**config.mk**
```make
export PLATFORM = sky130hd
export DESIGN_NAME = fs_block_to_lba_translator_core
export DESIGN_NICKNAME = d
export VERILOG_FILES = /design/src/rtl/fsblt_pkg.sv /design/src/rtl/fs_block_to_lba_translator_core.sv
export SDC_FILE = /design/constraint.sdc
export NUM_CORES = 1
export LEC_CHECK = 0
export BUFFER_PORTS_ARGS = -buffer_cell sky130_fd_sc_hd__buf_2
export CORE_ASPECT_RATIO = 1.4
export CORE_UTILIZATION = 55
export CTS_CLUSTER_DIAMETER = 150
export CTS_CLUSTER_SIZE = 12
export DETAILED_ROUTE_END_ITERATION = 10
export PLACE_DENSITY = 0.84
export SLEW_MARGIN = 20
export SYNTH_ARGS = -nofsm -noshare
export SYNTH_HDL_FRONTEND = slang
export SYNTH_SLANG_ARGS = --single-unit
export TNS_END_PERCENT = 50
```
**constraint.sdc**
```tcl
create_clock -name clk -period 13.7 [get_ports clk]
set_input_delay 1.37 -clock clk [delete_from_list [all_inputs] [get_ports clk]]
set_output_delay 1.37 -clock clk [all_outputs]
set_load 0.1 [all_outputs]
```
**src/rtl/fsblt_pkg.sv**
```systemverilog
package fsblt_pkg;

  // register field widths
  localparam int START_W = 64;
  localparam int LBB_W   = 17;
  localparam int FBB_W   = 21;
  localparam int CLASS_W = 3;
  localparam int BLK_W   = 64;

  // apb register map, one 64-bit register every 8 bytes
  localparam int PADDR_W = 6;
  localparam int PDATA_W = 64;
  localparam logic [2:0] REG_START_SECTORS = 3'd0;
  localparam logic [2:0] REG_LBB           = 3'd1;
  localparam logic [2:0] REG_FBB           = 3'd2;
  localparam logic [2:0] REG_DEV_CLASS     = 3'd3;
  localparam logic [2:0] REG_RAW_WRITE     = 3'd4;

  // status codes
  localparam logic [1:0] ST_OK       = 2'd0;
  localparam logic [1:0] ST_REFUSED  = 2'd1;
  localparam logic [1:0] ST_INVALID  = 2'd2;
  localparam logic [1:0] ST_OVERFLOW = 2'd3;

  // device classes that may be translated
  localparam logic [CLASS_W-1:0] CLASS_PLAIN = 3'd0;
  localparam logic [CLASS_W-1:0] CLASS_LOOP  = 3'd3;

  // 512-byte sector is 2^9
  localparam int SECTOR_LOG2 = 9;

  // shared adder, wide enough for doubled product plus a 64-bit block
  localparam int ADD_W = 66;
  localparam int CNT_W = 7;

  localparam logic [CNT_W-1:0] RATIO_STEPS = CNT_W'(FBB_W);
  localparam logic [CNT_W-1:0] START_STEPS = CNT_W'(START_W);

  typedef enum logic [3:0] {
    S_IDLE,
    S_CHECK,
    S_RATIO,
    S_RATIO_CHK,
    S_START,
    S_SCALE,
    S_MUL,
    S_SUM,
    S_DONE
  } state_t;

endpackage

```
**src/rtl/fs_block_to_lba_translator_core.sv**
```systemverilog
// filesystem block to device lba translator
//
// input channel: block_num with in_valid / in_stall. a transaction is taken
// when in_valid is high and in_stall low; in_stall stays high while an item
// is being worked on, so one item is in flight at a time.
// output channel: lba and status with out_valid / out_stall, held in an
// output register until the receiver takes the transaction. while out_stall
// holds a result, the next item may already be accepted and computed; it
// waits in its final state until the output register frees up.
// configuration: apb port, 64-bit registers at byte address 8*index. write
// only while no item is in flight. pready is tied high.
// a successful translation runs from acceptance through a check state, 21
// divider steps for the block size ratio, a remainder check, 64 divider
// steps for the partition start, a scale state, 21 shift-add multiply steps,
// a final add and the output load. one quotient or product bit per cycle;
// one divider step serves both divisions. refused requests and zero sizes
// end after the check, other invalid geometry at the remainder or scale
// check, overflow at the scale check, in a multiply step or at the final add.
// reset: registers return to start 0, logical block 512, fs block 4096,
// class unknown, raw writes disallowed; no result is pending.
module fs_block_to_lba_translator_core #(
  parameter int LBA_WIDTH = 64
) (
  input  logic                           clk,
  input  logic                           rst,
  // apb configuration
  input  logic                           psel,
  input  logic                           penable,
  input  logic                           pwrite,
  input  logic [fsblt_pkg::PADDR_W-1:0]  paddr,
  input  logic [fsblt_pkg::PDATA_W-1:0]  pwdata,
  output logic [fsblt_pkg::PDATA_W-1:0]  prdata,
  output logic                           pready,
  // request
  input  logic                           in_valid,
  output logic                           in_stall,
  input  logic [fsblt_pkg::BLK_W-1:0]    block_num,
  // result
  output logic                           out_valid,
  input  logic                           out_stall,
  output logic [LBA_WIDTH-1:0]           lba,
  output logic [1:0]                     status
);
  import fsblt_pkg::*;

  localparam int WIDE_W = START_W + SECTOR_LOG2;

  state_t state, state_next;

  // configuration registers
  logic [START_W-1:0] start_sectors;
  logic [LBB_W-1:0]   logical_block_bytes;
  logic [FBB_W-1:0]   fs_block_bytes;
  logic [CLASS_W-1:0] device_class;
  logic               raw_write_allowed;

  // datapath
  logic [BLK_W-1:0]     blk;
  logic [START_W-1:0]   quo;
  logic [LBB_W-1:0]     rem;
  logic [LBB_W-1:0]     divisor;
  logic [FBB_W-1:0]     ratio;
  logic [LBA_WIDTH-1:0] start_blk;
  logic [LBA_WIDTH-1:0] prod;
  logic [LBA_WIDTH-1:0] res_lba;
  logic [1:0]           res_status;
  logic [CNT_W-1:0]     cnt;

  logic cfg_write;
  logic in_take, out_free;
  logic refuse, geom_zero, last_step;

  // divider step
  logic [LBB_W:0]   rem_sh;
  logic             div_ge;
  logic [LBB_W-1:0] rem_step;

  // gcd(512, lbb) is a power of two: 2^min(9, trailing zeros)
  logic [3:0]       tz;
  logic [3:0]       scale_sh;
  logic [LBB_W-1:0] den;
  logic [WIDE_W-1:0] scaled;
  logic             scale_ovf;

  // shared adder for multiply steps and the final sum
  logic [ADD_W-1:0] add_a, add_b, add_sum;
  logic             add_ovf;

  assign pready    = 1'b1;
  assign cfg_write = psel & penable & pwrite & pready;
  assign in_take   = in_valid & ~in_stall;
  assign out_free  = ~out_valid | ~out_stall;
  assign last_step = (cnt == CNT_W'(1));

  assign refuse    = ~raw_write_allowed |
                     ((device_class != CLASS_PLAIN) && (device_class != CLASS_LOOP));
  assign geom_zero = (logical_block_bytes == '0) || (fs_block_bytes == '0);

  assign rem_sh   = {rem, quo[START_W-1]};
  assign div_ge   = rem_sh >= {1'b0, divisor};
  assign rem_step = div_ge ? LBB_W'(rem_sh - {1'b0, divisor}) : rem_sh[LBB_W-1:0];

  always_comb begin
    tz = 4'(SECTOR_LOG2);
    for (int i = SECTOR_LOG2 - 1; i >= 0; i--) begin
      if (logical_block_bytes[i]) begin
        tz = 4'(i);
      end
    end
  end

  assign scale_sh  = 4'(SECTOR_LOG2) - tz;
  assign den       = logical_block_bytes >> tz;
  assign scaled    = {{SECTOR_LOG2{1'b0}}, quo} << scale_sh;
  assign scale_ovf = |scaled[WIDE_W-1:LBA_WIDTH];

  always_comb begin
    if (state == S_SUM) begin
      add_a = {{(ADD_W-LBA_WIDTH){1'b0}}, prod};
      add_b = {{(ADD_W-LBA_WIDTH){1'b0}}, start_blk};
    end else begin
      add_a = {{(ADD_W-LBA_WIDTH-1){1'b0}}, prod, 1'b0};
      add_b = ratio[FBB_W-1] ? {{(ADD_W-BLK_W){1'b0}}, blk} : '0;
    end
  end

  assign add_sum = add_a + add_b;
  assign add_ovf = |add_sum[ADD_W-1:LBA_WIDTH];

  // next state
  always_comb begin
    state_next = state;
    unique case (state)
      S_IDLE: begin
        if (in_take) state_next = S_CHECK;
      end
      S_CHECK: begin
        if (refuse || geom_zero) state_next = S_DONE;
        else                     state_next = S_RATIO;
      end
      S_RATIO: begin
        if (last_step) state_next = S_RATIO_CHK;
      end
      S_RATIO_CHK: begin
        if (rem != '0) state_next = S_DONE;
        else           state_next = S_START;
      end
      S_START: begin
        if (last_step) state_next = S_SCALE;
      end
      S_SCALE: begin
        if (rem != '0 || scale_ovf) state_next = S_DONE;
        else                        state_next = S_MUL;
      end
      S_MUL: begin
        if (add_ovf || last_step) state_next = (add_ovf) ? S_DONE : S_SUM;
      end
      S_SUM: begin
        state_next = S_DONE;
      end
      S_DONE: begin
        if (out_free) state_next = S_IDLE;
      end
      default: state_next = S_IDLE;
    endcase
  end

  // outputs of the sequencer
  always_comb begin
    in_stall = (state != S_IDLE);
  end

  always_ff @(posedge clk) begin
    if (rst) begin
      state <= S_IDLE;
    end else begin
      state <= state_next;
    end
  end

  // configuration registers
  always_ff @(posedge clk) begin
    if (rst) begin
      start_sectors       <= '0;
      logical_block_bytes <= LBB_W'(512);
      fs_block_bytes      <= FBB_W'(4096);
      device_class        <= CLASS_W'(4);
      raw_write_allowed   <= 1'b0;
    end else if (cfg_write) begin
      unique case (paddr[PADDR_W-1:3])
        REG_START_SECTORS: start_sectors       <= pwdata[START_W-1:0];
        REG_LBB:           logical_block_bytes <= pwdata[LBB_W-1:0];
        REG_FBB:           fs_block_bytes      <= pwdata[FBB_W-1:0];
        REG_DEV_CLASS:     device_class        <= pwdata[CLASS_W-1:0];
        REG_RAW_WRITE:     raw_write_allowed   <= pwdata[0];
        default: ;
      endcase
    end
  end

  always_comb begin
    unique case (paddr[PADDR_W-1:3])
      REG_START_SECTORS: prdata = PDATA_W'(start_sectors);
      REG_LBB:           prdata = PDATA_W'(logical_block_bytes);
      REG_FBB:           prdata = PDATA_W'(fs_block_bytes);
      REG_DEV_CLASS:     prdata = PDATA_W'(device_class);
      REG_RAW_WRITE:     prdata = PDATA_W'(raw_write_allowed);
      default:           prdata = '0;
    endcase
  end

  // datapath
  always_ff @(posedge clk) begin
    unique case (state)
      S_IDLE: begin
        if (in_take) blk <= block_num;
      end
      S_CHECK: begin
        if (refuse) begin
          res_status <= ST_REFUSED;
        end else if (geom_zero) begin
          res_status <= ST_INVALID;
        end else begin
          // left-align the fs block size so only its bits are walked
          quo     <= {fs_block_bytes, {(START_W-FBB_W){1'b0}}};
          rem     <= '0;
          divisor <= logical_block_bytes;
          cnt     <= RATIO_STEPS;
        end
      end
      S_RATIO, S_START: begin
        quo <= {quo[START_W-2:0], div_ge};
        rem <= rem_step;
        cnt <= cnt - CNT_W'(1);
      end
      S_RATIO_CHK: begin
        if (rem != '0) begin
          res_status <= ST_INVALID;
        end else begin
          ratio   <= quo[FBB_W-1:0];
          quo     <= start_sectors;
          rem     <= '0;
          divisor <= den;
          cnt     <= START_STEPS;
        end
      end
      S_SCALE: begin
        if (rem != '0) begin
          res_status <= ST_INVALID;
        end else if (scale_ovf) begin
          res_status <= ST_OVERFLOW;
        end else begin
          start_blk <= scaled[LBA_WIDTH-1:0];
          prod      <= '0;
          cnt       <= RATIO_STEPS;
        end
      end
      S_MUL: begin
        // msb-first shift-add; product only grows, so any excess is final
        if (add_ovf) begin
          res_status <= ST_OVERFLOW;
        end else begin
          prod  <= add_sum[LBA_WIDTH-1:0];
          ratio <= {ratio[FBB_W-2:0], 1'b0};
          cnt   <= cnt - CNT_W'(1);
        end
      end
      S_SUM: begin
        if (add_ovf) begin
          res_status <= ST_OVERFLOW;
        end else begin
          res_status <= ST_OK;
          res_lba    <= add_sum[LBA_WIDTH-1:0];
        end
      end
      S_DONE: begin
        if (out_free) begin
          status <= res_status;
          lba    <= (res_status == ST_OK) ? res_lba : '0;
        end
      end
      default: ;
    endcase
  end

  always_ff @(posedge clk) begin
    if (rst) begin
      out_valid <= 1'b0;
    end else if (state == S_DONE && out_free) begin
      out_valid <= 1'b1;
    end else if (~out_stall) begin
      out_valid <= 1'b0;
    end
  end

endmodule

```
==> impl_metrics.toml <==
[outcome]
status = "complete, no violations"

[grt]
grt_overflow = 0
use_met3 = 0.0386
grt_pass1_wl_mm = 125
use_met1 = 0.342
grt_antenna_before_repair = 0
grt.total_usage = 0.281
grt_busiest_layer = "met2"
grt_pass1_vias = 22900
grt.met2_usage = 0.491
grt_max_degree = 91

[routing]
vias = 24000
first_pass_iters = 5
first_iter_violations = 1931
ant_nets = 0
drc = 0
wl_per_cell_um = 20.1
routed_wl_mm = 80.6
vias_per_cell = 5.97

[floorplan]
die_w_um = 202
initial_utilization = 0.555
coreArea_um2 = 55300
rows = 102
die_area_um2 = 56800
die_h_um = 282
io_pins = 274

[critical_path]
worstSetupPathType = "reg2reg"
critPathLaunchType = "flop"
timing.rr.start = "state[2]"
worstPathRequired_ns = 13.92
ff2ff_setup_slack_ns = 5.72
reg2reg_depth = 18
cp_data_arrival_time_ns = 8.20
cp-startpoint = "state[2]"
cp_max_fo = 90
cp-end-kind = "flop"
reg2reg_to = "prod[6]"

[power]
irDropWorstVdd_uv = 82.8
seqPwrFrac = 0.532
p_int_mw = 2.66
switching_power_mw = 0.835
swShare = 0.239
power_leakage_nw = 13.8
pwr-share-comb = 0.092
powerDensity_nw_per_um2 = 103
p_clk_frac = 0.376

[placement]
gp_congestion = 1.02
numPortBuffers = 269
hpwl_mm = 58.2
place_worst_setup_slack_ns = 5.86
placed_area_um2 = 32500

[yosys]
yosysTopAreaCell = "edfxtp_1"
yosys_warnings = 0
synth_area_um2 = 30700
synthTopCellsByArea = "edfxtp_1, nand2_1, mux2i_1, dfxtp_1, a21oi_1"
syn_nets = 3332
synth_ff_type = "edfxtp_1"
synth_edf_count = 450
synth_top_area_frac = 0.440
seq_area_frac_synth = 0.513
synth_cells = 3105
postSynthAreaPerCell_um2 = 9.89
async_flop_share = 0
ys_types = 82
synth-seq-cells = 561

[worst_hold_path]
hold_end = "start_sectors[37]"
min_path_type = "reg2reg"
worstHoldStart = "start_sectors[37]"
hold_depth = 2

[timing]
hold_viol = 0
setup_ws_ns = 5.72
final-setup-viol-count = 0
finClkSkew_ns = 0.0225
rsz0062_at_grt = "no"
fmax_ghz = 0.125
post-route-min-period_ns = 7.98
finalMaxSlewViolations = 0
finalSetupTns_ns = 0
relSlewSlack = 0.253
worst_pin_slew_ns = 1.12
post-route-period-util = 0.583
hold_ws_ns = 0.474

[clock_tree]
numCtsBuffers = 52
cts-htree-levels = 2
clock-root-buffer = "clkbuf_16"
cts.reportedPaths.clkPinSlew_ns = 0.06
post_cts_resized = 0
cts_setup_buffers = 0
cts_tree = "done"
hold_buffers = 0
clock_sinks = 561
insertion_delay_ns = 0.61
clk_path_buf_depth = 3

[cells_and_area]
fin_nets = 3486
seq_area_um2 = 15700
n_antenna_cell = 0
post-route-cell-area_um2 = 34000
drive_gt1_frac = 0.122
utilization = 0.614
multi_input_area_um2 = 14100
nFillCells = 4502
area_growth_pct = 10.6

[job]
maxCapViolCount = 0
## area by class of cell
type                            count  area share
Sequential cell                   561       0.463
Multi-Input combinational cell   2292       0.415
Timing Repair Buffer              298      0.0465
Clock buffer                       81      0.0415
Tap cell                          728      0.0268
Inverter                           54     0.00601
Clock inverter                      3    0.000884
## critical path, stage by stage (launching register included)
cell and delay, ns:
dfxtp_1 0.59, nor2b_1 0.77, nand2_1 0.40, nor2_4 0.75, buf_4 0.83, and2_1 0.24
ha_1 0.22, fa_1 0.23, nand3_1 0.14, a21oi_1 0.25, o21ai_1 0.15, a31oi_2 0.34
a21oi_1 0.22, o31ai_2 0.54, o31ai_1 0.16, mux2i_1 0.26, a211oi_2 0.46, or2_2 0.20
buf_4 0.66
## flip-flops by register name, indices dropped and copies added, names as in the netlist, 3 cells and up
| signal | count |
|---|---|
| divisor | 17 |
| blk | 64 |
| start_sectors | 64 |
| start_blk | 64 |
| logical_block_bytes | 17 |
| state | 4 |
| lba | 64 |
| prod | 64 |
| cnt | 7 |
| fs_block_bytes | 21 |
| ratio | 21 |
| res_lba | 64 |
| rem | 17 |
| device_class | 3 |
| quo | 64 |
## synthesized netlist by cell type (all sizes together) (7+ instances only)
library cell,number
edfxtp,450
inv,54
nand2b,10
or3,8
a221oi,8
mux2i,273
nor3,32
o211ai,7
a21boi,7
o21ai,69
nor2b,16
o21a,14
a211oi,12
nor4,26
a22oi,21
nand4,23
and2,174
a21o,42
and3,16
a21oi,252
a31oi,16
nand2,731
xnor2,51
o22ai,7
dfxtp,111
xor2,27
clkbuf,151
a22o,46
buf,47
nand3,93
ha,84
o21bai,8
nor2,138
o31ai,8
## worst max path at each step
| stage | endpoint | slack [ns] | depth (start not counted) |
|---|---|---|---|
| finish | prod[6] | 5.72 | 18 |
| global route | prod[6] | 5.28 | 18 |
| CTS | prod[16] | 5.77 | 18 |
| detailed placement | prod[16] | 5.86 | 18 |
| global placement | prod[18] | 5.92 | 18 |
| floorplan | start_blk[0] | 3.95 | 15 |
## kinds of logic after synthesis
| family | synth area share |
|---|---|
| buffers and inverters | 0.0327 |
| and+or+nand+nor | 0.189 |
| DFF | 0.513 |
| AOI/OAI and AO/OA | 0.115 |
| adders and majority gates | 0.0355 |
| xor gates and xnor gates | 0.0223 |
| muxes | 0.0932 |
| other | 0.000122 |
## layout by cell type (no fill, tap or decap), types with 42 or more instances in the layout
cell type	synthesis	final
nand2_1	729	729
edfxtp_1	450	450
mux2i_1	272	272
buf_2	27	268
a21oi_1	251	250
and2_1	173	172
nor2_1	137	133
dfxtp_1	111	111
nand3_1	93	92
ha_1	84	84
o21ai_0	62	62
clkbuf_16	0	52
inv_1	52	51
xnor2_1	51	50
a22o_1	46	46
a21o_1	42	42
## power by group through the flow
| stage | sequential [mW] | clock (mW) | combinational (mW) |
|---|---|---|---|
| 5_1_grt | 1.86 | 1.39 | 0.346 |
| 4_1_cts | 1.86 | 1.34 | 0.319 |
| 2_1_floorplan | 1.91 | 0 | 0.208 |
| 6_report | 1.86 | 1.31 | 0.323 |
| 3_3_place_gp | 1.90 | 0 | 0.315 |
| 3_5_place_dp | 1.90 | 0 | 0.316 |
## through the flow
step                      power [mW]  std cells
after floorplan                 2.12       3105
after global placement          2.21       3932
after detailed placement        2.21       3932
after CTS                       3.52       4016
after global routing            3.60       4017
final                           3.50       4017
## metal layers
metal | vias up | routed length [um]
met3 | 226 | 5110
met5 | - | 0
met4 | 0 | 3900
met2 | 985 | 39900
met1 | 11400 | 31700
li1 | 11400 | -
(Power assumes the default switching activity.)
